### src/design/gpw_pkg.sv
// types, constants and control store of the greedy paragraph wrapper
`timescale 1ns / 1ps

package gpw_pkg;

    localparam int COL_W = 12;
    localparam int SUM_W = COL_W + 2;
    localparam int CH_W  = 8;

    localparam logic [COL_W-1:0] LINE_WIDTH_RESET = 12'd72;
    localparam logic [CH_W-1:0]  CH_SPACE         = 8'd32;
    localparam logic [CH_W-1:0]  CH_NEWLINE       = 8'd10;

    typedef enum logic [1:0] {
        KIND_CHAR,
        KIND_SPACE,
        KIND_NEWLINE,
        KIND_END
    } t_kind;

    typedef enum logic [3:0] {
        STEP_IDLE,
        STEP_CHR,
        STEP_FL_CHK,
        STEP_FL_PRE,
        STEP_FL_BYTE,
        STEP_T_SP,
        STEP_T_NL,
        STEP_T_NL2,
        STEP_T_END
    } t_step;

    typedef enum logic [3:0] {
        OP_WAIT,
        OP_STORE,
        OP_NOP,
        OP_PREFIX,
        OP_BYTE,
        OP_SPACE_TAIL,
        OP_NL_CLOSE,
        OP_NL_EMPTY,
        OP_END_TAIL
    } t_op;

    typedef enum logic [1:0] {
        COND_NONE,
        COND_LEN_ZERO,
        COND_LAST_BYTE
    } t_cond;

    typedef enum logic [1:0] {
        NXT_SEQ,
        NXT_HOLD,
        NXT_IDLE
    } t_next;

    // one control word: datapath operation, branch condition (taken -> tail), fall-through
    typedef struct packed {
        t_op   op;
        t_cond cond;
        t_next nxt;
    } t_uword;

    function automatic t_uword ucode(input t_step s);
        t_uword w;
        case (s)
            STEP_CHR:     w = '{op: OP_STORE,      cond: COND_NONE,      nxt: NXT_IDLE};
            STEP_FL_CHK:  w = '{op: OP_NOP,        cond: COND_LEN_ZERO,  nxt: NXT_SEQ};
            STEP_FL_PRE:  w = '{op: OP_PREFIX,     cond: COND_NONE,      nxt: NXT_SEQ};
            STEP_FL_BYTE: w = '{op: OP_BYTE,       cond: COND_LAST_BYTE, nxt: NXT_HOLD};
            STEP_T_SP:    w = '{op: OP_SPACE_TAIL, cond: COND_NONE,      nxt: NXT_IDLE};
            STEP_T_NL:    w = '{op: OP_NL_CLOSE,   cond: COND_NONE,      nxt: NXT_SEQ};
            STEP_T_NL2:   w = '{op: OP_NL_EMPTY,   cond: COND_NONE,      nxt: NXT_IDLE};
            STEP_T_END:   w = '{op: OP_END_TAIL,   cond: COND_NONE,      nxt: NXT_IDLE};
            default:      w = '{op: OP_WAIT,       cond: COND_NONE,      nxt: NXT_HOLD};
        endcase
        return w;
    endfunction

endpackage

### src/design/greedy_paragraph_wrapper.sv
// greedy paragraph wrapper: microcoded sequencer over a word buffer and column tracker
`timescale 1ns / 1ps
// a plain text byte is accepted in the transfer, then runs one store step
// space and end items run the flush check and one tail step, newline two; a pending word adds
// a prefix step and the byte loop, one word byte per cycle from the word buffer read port
// while the output is not stalled
// reset (i_rst_n low, synchronous) clears all control state but the item kind, sets line width to 72

module greedy_paragraph_wrapper #(
    parameter int MAX_WORD = 32
) (
    input  logic       i_clk,
    input  logic       i_rst_n,
    // configuration: line width, written whenever i_cfg_we is high
    input  logic       i_cfg_we,
    input  logic [11:0] i_cfg_wdata,
    // input stream
    input  logic       i_s_tvalid,
    output logic       o_s_tready,
    input  logic [7:0] i_s_tdata,   // [7:0] ch
    input  logic       i_s_tuser,   // [0] is_end
    // output stream
    output logic       o_m_tvalid,
    input  logic       i_m_tready,
    output logic [7:0] o_m_tdata,   // [7:0] out_char
    output logic       o_m_tlast,   // run_last
    output logic       o_m_tuser    // [0] truncated
);

    localparam int IDX_W = (MAX_WORD > 1) ? $clog2(MAX_WORD) : 1;
    localparam int LEN_W = $clog2(MAX_WORD + 1);
    localparam int COL_W = gpw_pkg::COL_W;
    localparam int SUM_W = gpw_pkg::SUM_W;

    // control registers
    gpw_pkg::t_step    r_pc, n_pc;
    gpw_pkg::t_kind    r_kind;
    logic [LEN_W-1:0]  r_len, n_len;
    logic [IDX_W-1:0]  r_idx, n_idx;
    logic              r_ovf, n_ovf;
    logic [COL_W-1:0]  r_col, n_col;
    logic              r_para, n_para;
    logic              r_lhc, n_lhc;
    logic [COL_W-1:0]  r_line_width;
    logic              r_out_valid;

    // payload registers
    logic [7:0]        r_ch;
    logic [7:0]        r_rd_data;
    logic [7:0]        r_out_char;
    logic              r_out_last;
    logic              r_out_trunc;

    // word buffer
    logic [7:0]        r_mem [MAX_WORD];

    gpw_pkg::t_uword   uw;
    gpw_pkg::t_kind    in_kind;
    gpw_pkg::t_step    tail_step;
    logic              in_xfer;
    logic              slot_free;
    logic              wants_emit;
    logic              emit_fire;
    logic              step_go;
    logic              cond_hit;
    logic              last_byte;
    logic              has_tail;
    logic              over;
    logic              mem_we;
    logic [SUM_W-1:0]  col_sum;
    logic [7:0]        emit_char;
    logic              emit_last;
    logic              emit_trunc;

    assign o_s_tready = (r_pc == gpw_pkg::STEP_IDLE) && i_rst_n;
    assign in_xfer    = i_s_tvalid && o_s_tready;
    assign slot_free  = !r_out_valid || i_m_tready;

    assign o_m_tvalid = r_out_valid;
    assign o_m_tdata  = r_out_char;
    assign o_m_tlast  = r_out_last;
    assign o_m_tuser  = r_out_trunc;

    // classify the incoming byte
    always_comb begin
        if (i_s_tuser) begin
            in_kind = gpw_pkg::KIND_END;
        end else if (i_s_tdata == gpw_pkg::CH_SPACE) begin
            in_kind = gpw_pkg::KIND_SPACE;
        end else if (i_s_tdata == gpw_pkg::CH_NEWLINE) begin
            in_kind = gpw_pkg::KIND_NEWLINE;
        end else begin
            in_kind = gpw_pkg::KIND_CHAR;
        end
    end

    // where the flush routine returns to, per item kind
    always_comb begin
        case (r_kind)
            gpw_pkg::KIND_SPACE:   tail_step = gpw_pkg::STEP_T_SP;
            gpw_pkg::KIND_NEWLINE: tail_step = gpw_pkg::STEP_T_NL;
            gpw_pkg::KIND_END:     tail_step = gpw_pkg::STEP_T_END;
            default:               tail_step = gpw_pkg::STEP_IDLE;
        endcase
    end

    assign uw        = gpw_pkg::ucode(r_pc);
    assign last_byte = ((LEN_W'(r_idx) + LEN_W'(1)) == r_len);
    // after the word, an end item always closes its paragraph; a newline adds
    // output only when it ends an empty input line
    assign has_tail  = (r_kind == gpw_pkg::KIND_END) ||
                       ((r_kind == gpw_pkg::KIND_NEWLINE) && !r_lhc);
    assign col_sum   = {2'b00, r_col} + SUM_W'(1) + SUM_W'(r_len);
    assign over      = col_sum > {2'b00, r_line_width};

    // what the current step puts on the output
    always_comb begin
        wants_emit = 1'b0;
        emit_char  = gpw_pkg::CH_NEWLINE;
        emit_last  = 1'b0;
        emit_trunc = 1'b0;
        case (uw.op)
            gpw_pkg::OP_PREFIX: begin
                wants_emit = r_para;
                emit_char  = over ? gpw_pkg::CH_NEWLINE : gpw_pkg::CH_SPACE;
                emit_trunc = r_ovf;
            end
            gpw_pkg::OP_BYTE: begin
                wants_emit = 1'b1;
                emit_char  = r_rd_data;
                emit_last  = last_byte && !has_tail;
                emit_trunc = r_ovf;
            end
            gpw_pkg::OP_NL_CLOSE: begin
                wants_emit = !r_lhc && r_para;
            end
            gpw_pkg::OP_NL_EMPTY: begin
                wants_emit = !r_lhc;
                emit_last  = 1'b1;
            end
            gpw_pkg::OP_END_TAIL: begin
                wants_emit = r_para;
                emit_last  = 1'b1;
            end
            default: begin
                wants_emit = 1'b0;
            end
        endcase
    end

    // a step that must emit waits for a free output slot
    assign step_go   = !(wants_emit && !slot_free);
    assign emit_fire = wants_emit && slot_free;

    always_comb begin
        case (uw.cond)
            gpw_pkg::COND_LEN_ZERO:  cond_hit = (r_len == '0);
            gpw_pkg::COND_LAST_BYTE: cond_hit = last_byte;
            default:                 cond_hit = 1'b0;
        endcase
    end

    // sequencer and datapath next state
    always_comb begin
        n_pc   = r_pc;
        n_len  = r_len;
        n_idx  = r_idx;
        n_ovf  = r_ovf;
        n_col  = r_col;
        n_para = r_para;
        n_lhc  = r_lhc;
        mem_we = 1'b0;

        if (r_pc == gpw_pkg::STEP_IDLE) begin
            if (in_xfer) begin
                n_pc = (in_kind == gpw_pkg::KIND_CHAR) ? gpw_pkg::STEP_CHR
                                                       : gpw_pkg::STEP_FL_CHK;
            end
        end else if (step_go) begin
            if (cond_hit) begin
                n_pc = tail_step;
            end else begin
                case (uw.nxt)
                    gpw_pkg::NXT_SEQ:  n_pc = gpw_pkg::t_step'(r_pc + 4'd1);
                    gpw_pkg::NXT_IDLE: n_pc = gpw_pkg::STEP_IDLE;
                    default:           n_pc = r_pc;
                endcase
            end

            case (uw.op)
                gpw_pkg::OP_STORE: begin
                    n_lhc = 1'b1;
                    if (r_len < LEN_W'(MAX_WORD)) begin
                        mem_we = 1'b1;
                        n_len  = r_len + LEN_W'(1);
                    end else begin
                        n_ovf = 1'b1;
                    end
                end
                gpw_pkg::OP_PREFIX: begin
                    if (r_para && !over) begin
                        n_col = col_sum[COL_W-1:0];
                    end else begin
                        n_col = COL_W'(r_len);
                    end
                    n_para = 1'b1;
                end
                gpw_pkg::OP_BYTE: begin
                    if (last_byte) begin
                        n_len = '0;
                        n_ovf = 1'b0;
                        n_idx = '0;
                    end else begin
                        n_idx = r_idx + IDX_W'(1);
                    end
                end
                gpw_pkg::OP_SPACE_TAIL: begin
                    n_lhc = 1'b1;
                end
                gpw_pkg::OP_NL_CLOSE: begin
                    if (!r_lhc && r_para) begin
                        n_para = 1'b0;
                        n_col  = '0;
                    end
                end
                gpw_pkg::OP_NL_EMPTY: begin
                    n_lhc = 1'b0;
                end
                gpw_pkg::OP_END_TAIL: begin
                    n_len  = '0;
                    n_idx  = '0;
                    n_ovf  = 1'b0;
                    n_col  = '0;
                    n_para = 1'b0;
                    n_lhc  = 1'b0;
                end
                default: begin
                    n_pc = n_pc;
                end
            endcase
        end
    end

    // control state and output valid
    always_ff @(posedge i_clk) begin
        if (!i_rst_n) begin
            r_pc         <= gpw_pkg::STEP_IDLE;
            r_len        <= '0;
            r_idx        <= '0;
            r_ovf        <= 1'b0;
            r_col        <= '0;
            r_para       <= 1'b0;
            r_lhc        <= 1'b0;
            r_line_width <= gpw_pkg::LINE_WIDTH_RESET;
            r_out_valid  <= 1'b0;
        end else begin
            r_pc   <= n_pc;
            r_len  <= n_len;
            r_idx  <= n_idx;
            r_ovf  <= n_ovf;
            r_col  <= n_col;
            r_para <= n_para;
            r_lhc  <= n_lhc;
            if (i_cfg_we) begin
                r_line_width <= i_cfg_wdata;
            end
            if (emit_fire) begin
                r_out_valid <= 1'b1;
            end else if (i_m_tready) begin
                r_out_valid <= 1'b0;
            end
        end
    end

    // payload: latched item and output byte
    always_ff @(posedge i_clk) begin
        if (in_xfer) begin
            r_ch   <= i_s_tdata;
            r_kind <= in_kind;
        end
        if (emit_fire) begin
            r_out_char  <= emit_char;
            r_out_last  <= emit_last;
            r_out_trunc <= emit_trunc;
        end
    end

    // word buffer: one write port at the fill count, registered read at the next index
    always_ff @(posedge i_clk) begin
        if (mem_we) begin
            r_mem[r_len[IDX_W-1:0]] <= r_ch;
        end
        r_rd_data <= r_mem[n_idx];
    end

endmodule

### config.mk
export PLATFORM = sky130hd
export DESIGN_NAME = greedy_paragraph_wrapper
export DESIGN_NICKNAME = d
export VERILOG_FILES = /design/src/design/gpw_pkg.sv /design/src/design/greedy_paragraph_wrapper.sv
export SDC_FILE = /design/constraint.sdc
export NUM_CORES = 1
export LEC_CHECK = 0
export BUFFER_PORTS_ARGS = -buffer_cell sky130_fd_sc_hd__buf_2
export CORE_ASPECT_RATIO = 0.7
export CORE_UTILIZATION = 60
export DETAILED_ROUTE_END_ITERATION = 16
export GPL_ROUTABILITY_DRIVEN = 0
export GPL_TIMING_DRIVEN = 1
export PLACE_DENSITY = 0.83
export SYNTH_ARGS = -nofsm -noshare
export SYNTH_HDL_FRONTEND = slang
export SYNTH_SLANG_ARGS = --single-unit
### constraint.sdc
create_clock -name i_clk -period 7.4 [get_ports i_clk]
set_clock_uncertainty 0.05 [all_clocks]
set_input_delay 0.37 -clock i_clk [delete_from_list [all_inputs] [get_ports i_clk]]
set_output_delay 0.37 -clock i_clk [all_outputs]
set_load 0.1 [all_outputs]
* After elaboration in Yosys (flattened, before gate mapping)
Memory sizes are Yosys's and may differ from the RTL's. A register that Yosys moved wholly into a read port is not among the register bits.
Cells that the tools add are included.
** Word-level totals
- Register bits after elaboration :: 63
- Bits in writable memories :: 256
- Memory bits (read-only) :: 128
- Input port bits :: 26
- Logic and storage cells :: 122
- Memories :: 2
** Memories
- r_mem :: depth 32, width 8, rd ports 1, clocked after Yosys merged registers in 1, write ports 1, RTL line greedy_paragraph_wrapper.sv:55 : logic [7:0] r_mem [MAX_WORD];
- (no name shown) :: depth 16, width 8, rd ports 1, clocked after Yosys merged registers in 1, write ports 0, RTL line gpw_pkg.sv:66 : case (s)
** Operators by class
- Add/subtract/negate cells :: 6
- Magnitude comparators :: 2
- Equal/unequal tests :: 22
- Mux-type cells :: 41
- Bitwise gates (word level) :: 2
- Reductions and logical operators :: 33
** Operator list (count)
- 12-bit case mux with 3 select lines :: 1
- 12-bit two-way mux :: 2
- 4-bit two-way mux :: 6
- 6-bit two-way mux :: 3
- 6-bit case mux with 3 select lines :: 1
- 4-bit by 3-bit == test with 1-bit output, second input constant :: 4
- 8-bit case mux with 2 select lines :: 1
- 5-bit two-way mux :: 3
- 13-bit by 6-bit adder with 14-bit output :: 1
- 14-bit by 12-bit greater-than comparator with 1-bit output :: 1
- 12-bit by 1-bit adder with 13-bit output, second input constant :: 1
- 2-bit inequality test, second input constant :: 6
- 4-bit case mux with 3 select lines :: 1
- 1-bit two-way mux :: 11
- 5-bit case mux with 2 select lines :: 1
- 5-bit AND reduction :: 2
- 2-bit == test, second input constant :: 4
- 8-bit by 4-bit == test with 1-bit output, second input constant :: 1
- 8-bit by 6-bit == test with 1-bit output, second input constant :: 1
- 1-bit logical AND :: 8
- 2-bit two-way mux :: 4
- 4-bit case mux with 2 select lines :: 1
- 2-bit OR reduction :: 4
- 5-bit by 1-bit adder with 6-bit output, second input constant :: 1
- 23 further kinds :: 37

* Depth between registers and ports, before layout
- Depth after elaboration :: 10
- Gate-level depth with buffers :: 18
- Mapped depth without buffers :: 18

* Worst setup path before layout
OpenSTA, ideal clock, no wires.
- Kind :: register to register
- Start point :: register r_len[1]
- End point :: register r_col[7]
- Arrival time :: 3.675 ns
- Required time :: 7.233 ns
- Path slack :: 3.557 ns
- Cell stages (with the launch flop) :: 17
- Buffers on the path :: 0
- Cell sequence :: dfxtp_1 > ha_1 > nor2b_1 > o21ai_0 > a21oi_1 > o21ai_0 > a21oi_1 > o21ai_0 > xnor2_1 > ha_1 > nand2_1 > a21o_1 > a21boi_0 > o21ai_0 > a221oi_1 > nor2_1 > a32o_1
** On the way
- Cells in the longest elaborated chain, start to end :: 6
** RTL lines
- start: declaration :: RTL line greedy_paragraph_wrapper.sv:38 : logic [LEN_W-1:0] r_len, n_len;
- start signal: assignment :: RTL line greedy_paragraph_wrapper.sv:258 : r_len <= n_len;
- 13-bit by 6-bit adder with 14-bit output * :: RTL line greedy_paragraph_wrapper.sv:113 : assign col_sum = {2'b00, r_col} + SUM_W'(1) + SUM_W'(r_len);
- 14-bit by 12-bit greater-than comparator with 1-bit output :: RTL line greedy_paragraph_wrapper.sv:114 : assign over = col_sum > {2'b00, r_line_width};
- 1-bit logical NOT :: RTL line greedy_paragraph_wrapper.sv:201 : if (r_para && !over) begin
- 1-bit logical AND :: RTL line greedy_paragraph_wrapper.sv:201
- 12-bit two-way mux * :: RTL line greedy_paragraph_wrapper.sv:201
- 12-bit case mux with 3 select lines * :: RTL line greedy_paragraph_wrapper.sv:190 : case (uw.op)
- end signal: assignment :: RTL line greedy_paragraph_wrapper.sv:261 : r_col <= n_col;
- end: declaration :: RTL line greedy_paragraph_wrapper.sv:41 : logic [COL_W-1:0] r_col, n_col;
Every way passes the cells marked *; elsewhere a longest branch is shown, timed or not.
A chain may end at the register's enable or synchronous reset.

* Final worst setup path
- Start point :: register r_len[1]
- End point :: register r_out_char[3] (netlist: o_m_tdata[3]) (data pin)
** On the way
- Cells in the longest elaborated chain, start to end :: 4
** RTL lines
- 13-bit by 6-bit adder with 14-bit output :: RTL line greedy_paragraph_wrapper.sv:113
- 14-bit by 12-bit greater-than comparator with 1-bit output :: RTL line greedy_paragraph_wrapper.sv:114
- 6-bit two-way mux :: RTL line greedy_paragraph_wrapper.sv:125 : emit_char = over ? gpw_pkg::CH_NEWLINE : gpw_pkg::CH_SPACE;
- 8-bit case mux with 2 select lines :: RTL line greedy_paragraph_wrapper.sv:122 : case (uw.op)
- named net emit_char[3] :: RTL line greedy_paragraph_wrapper.sv:71 : logic [7:0] emit_char;
- end signal: assignment :: RTL line greedy_paragraph_wrapper.sv:282 : r_out_char <= emit_char;
- end: declaration :: RTL line greedy_paragraph_wrapper.sv:50 : logic [7:0] r_out_char;
The timed path passes the listed nets, and every way through them passes these cells.

==> impl_metrics.tcl <==
set metrics [dict create \
    outcome "finished clean" \
    period_share_pct 60.2 \
    hold_class "in2reg" \
    finalSetupViolations 0 \
    grt_max_degree 69 \
    synthTopCellsByCount "276 x edfxtp_1, 99 x nand2_1, 91 x nor2_1, 73 x mux2_2, 63 x mux2i_1" \
    drt-vias-per-instance 6.23 \
    arrival_ns 4.66 \
    dp_hpwl_um 20700 \
    syn-num-nets 1109 \
    path_depth 17 \
    synth.largest_area_cell "edfxtp_1" \
    cts_buffers 29 \
    areaGrowthSynthToFinish_pct 9.93 \
    worstPathRequired_ns 7.61 \
    synthMostInstantiatedCell "edfxtp_1" \
    drive_gt1_share_pct 15.5 \
    placed_area_sq_mm 0.0148 \
    crit_slowest_cell "nor4b_1" \
    fin_area_sq_mm 0.0158 \
    ir_drop_v 0.000211 \
    die_h_um 132 \
    power_density_mw_per_mm2 238 \
    grt_overflow 0 \
    cts.repair.resized 0 \
    clkTransAtPathRegs_ns 0.06 \
    rsz0062_at_grt "false" \
    ant_nets 0 \
    cp_max_fo 10 \
    yosys_warnings 0 \
    tns_ns 0 \
    slew_viol_final 0 \
    worstSetupStartpointType "flop" \
    grt_pass1_wl_um 48800 \
    std_cell_rows 47 \
    wl_per_cell_um 22.2 \
    htreeDepth 1 \
    finalHoldViolCount 0 \
    cts_buffer_depth 3 \
    cts_tree "yes" \
    drv_cap 0 \
    synth_area_leaders "edfxtp_1 58%, dfxtp_1 8.2%, mux2_2 5.7%" \
    initial_utilization_pct 61.0 \
    syn-instance-count 1051 \
    final_util_pct 67.1 \
    ios 38 \
    port_buffers 37 \
    drc 0 \
    grtUsageTotal_pct 26.0 \
    dr.pass1.iters 5 \
    path_cells "ha_1 > nor2b_1 > o21ai_0 > a21oi_1 > o21ai_0 > a21oi_1 > o21ai_0 > xnor2_1 > ha_1 > nand2_1 > a21o_1 > a21boi_0 > o21ai_0 > a221oi_1 > buf_4 > nor4b_1 > nor2_1" \
    insertedDiodeCount 0 \
    async_flop_share_pct 0 \
    whs_path_depth 3 \
    yosysSeqAreaShare_pct 65.8 \
    path_buf_inv 1 \
    cp-end-kind "flop" \
    first_iter_violations 1102 \
    slew_headroom_pct 11.0 \
    syn_avg_cell_area_sq_um 13.7 \
    min_period_ns 4.46 \
    wl_um 31900 \
    clkLatencyLatePin_ns 0.54 \
    synth_edf_count 276 \
    cts_root_buffer "clkbuf_16" \
    synth_ff_type "edfxtp_1" \
    dieArea_sq_mm 0.0246 \
    crit_top_cell "o21ai_0" \
    netlist_area_sq_mm 0.0144 \
    antenna_found_initial 0 \
    cpLargestDelayFamily "compound AO/OA/AOI/OAI gates" \
    vias 8947 \
    crit_type "reg2reg" \
    total_power_mw 3.77 \
    synth_top_area_share_pct 57.6 \
    tightest_slew_ns 1.33 \
    ys_ff_latch 335 \
    ff2ff_path_depth 17 \
    max_stage_delay_ns 0.68 \
    nets 1155 \
    hold_ws_ns 0.0123 \
    die_w_um 187 \
    grt_pass1_vias 8397 \
    yosysUniqueCellTypes 71 \
    cts_sinks 335 \
    fmax_mhz 224 \
    core_region_area_sq_mm 0.0236 \
    p_leak_nw 5.36 \
]
layout make-up:
class	count	area, sq um
multi-input cells	642	4610
clock inverters	10	75.1
fillers	1577	7760
inverters	34	128
flip-flops and latches	335	9470
clock buffers	41	791
well taps	318	398
repair buffers	55	350
report_power, final:
part | switching [mW] | internal [mW] | leakage [nW]
clock | 0.647 | 0.775 | 0.416
sequential | 0.0551 | 2.08 | 2.99
combinational | 0.135 | 0.0768 | 1.96
worst paths after layout:
check / from / endpoint / slack [ns]
worst max-delay path: r_len[1]$_SDFFE_PN0P_ / o_m_tdata[3]$_DFFE_PP_ / 2.94
worst min register to register: r_col[2]$_SDFFE_PN0P_ / r_col[2]$_SDFFE_PN0P_ / 0.43
worst max register to register: r_len[1]$_SDFFE_PN0P_ / o_m_tdata[3]$_DFFE_PP_ / 2.94
worst min-delay path: i_cfg_wdata[7] / r_line_width[7]$_SDFFE_PN0P_ / 0.01
worst min-delay path: stages:
cell	delay, ns
buf_2	0.07
mux2i_1	0.05
nor2_1	0.07
per-layer routing:
metal | up-vias | global-route usage, % | wire length, um
li1 | 4042 | - | -
met1 | 4388 | 40.0 | 14400
met2 | 462 | 37.9 | 13700
met3 | 55 | 5.29 | 3130
met4 | 0 | 6.24 | 678
met5 | - | 0 | 0
registers in the layout (all words and copies together) (netlist names), 2 cells and up:
signal	flops
r_mem	256
r_col	12
r_line_width	12
o_m_tdata	8
r_ch	8
r_rd_data	8
uw	8
r_len	6
r_idx	5
r_pc	4
r_kind	2
cell families (layout without fill, tap and decap cells):
family / Yosys count / in the layout / share of synthesized area [%]
flops: 335 / 335 / 65.8
simple gates: 317 / 317 / 10.8
mux: 137 / 137 / 10.2
compound gates: 132 / 132 / 6.74
buf+inv: 74 / 140 / 2.20
fa+ha+maj: 32 / 32 / 2.83
xor+xnor: 24 / 24 / 1.46
what timing repair did:
action,CTS,global route
buffers inserted,0,0
hold buffers,12,0
hold endpoints to repair,12,0
stage by stage:
stage / std cells / setup WS, ns
after floorplan: 1051 / 3.56
after global placement: 1372 / 3.18
after detailed placement: 1372 / 3.05
after CTS: 1435 / 3.01
after global routing: 1435 / 2.68
final: 1435 / 2.94
cell usage in the layout (no fill, tap or decap), types with 24 or more instances in the layout:
| cell | instances |
|---|---|
| edfxtp_1 | 276 |
| nand2_1 | 99 |
| nor2_1 | 91 |
| mux2_2 | 73 |
| mux2i_1 | 63 |
| dfxtp_1 | 59 |
| buf_2 | 37 |
| inv_1 | 34 |
| o22ai_1 | 33 |
| ha_1 | 31 |
| clkbuf_16 | 29 |
| nand3_1 | 24 |
| or3_1 | 24 |
No activity file was read; power rests on OpenSTA's default activity.
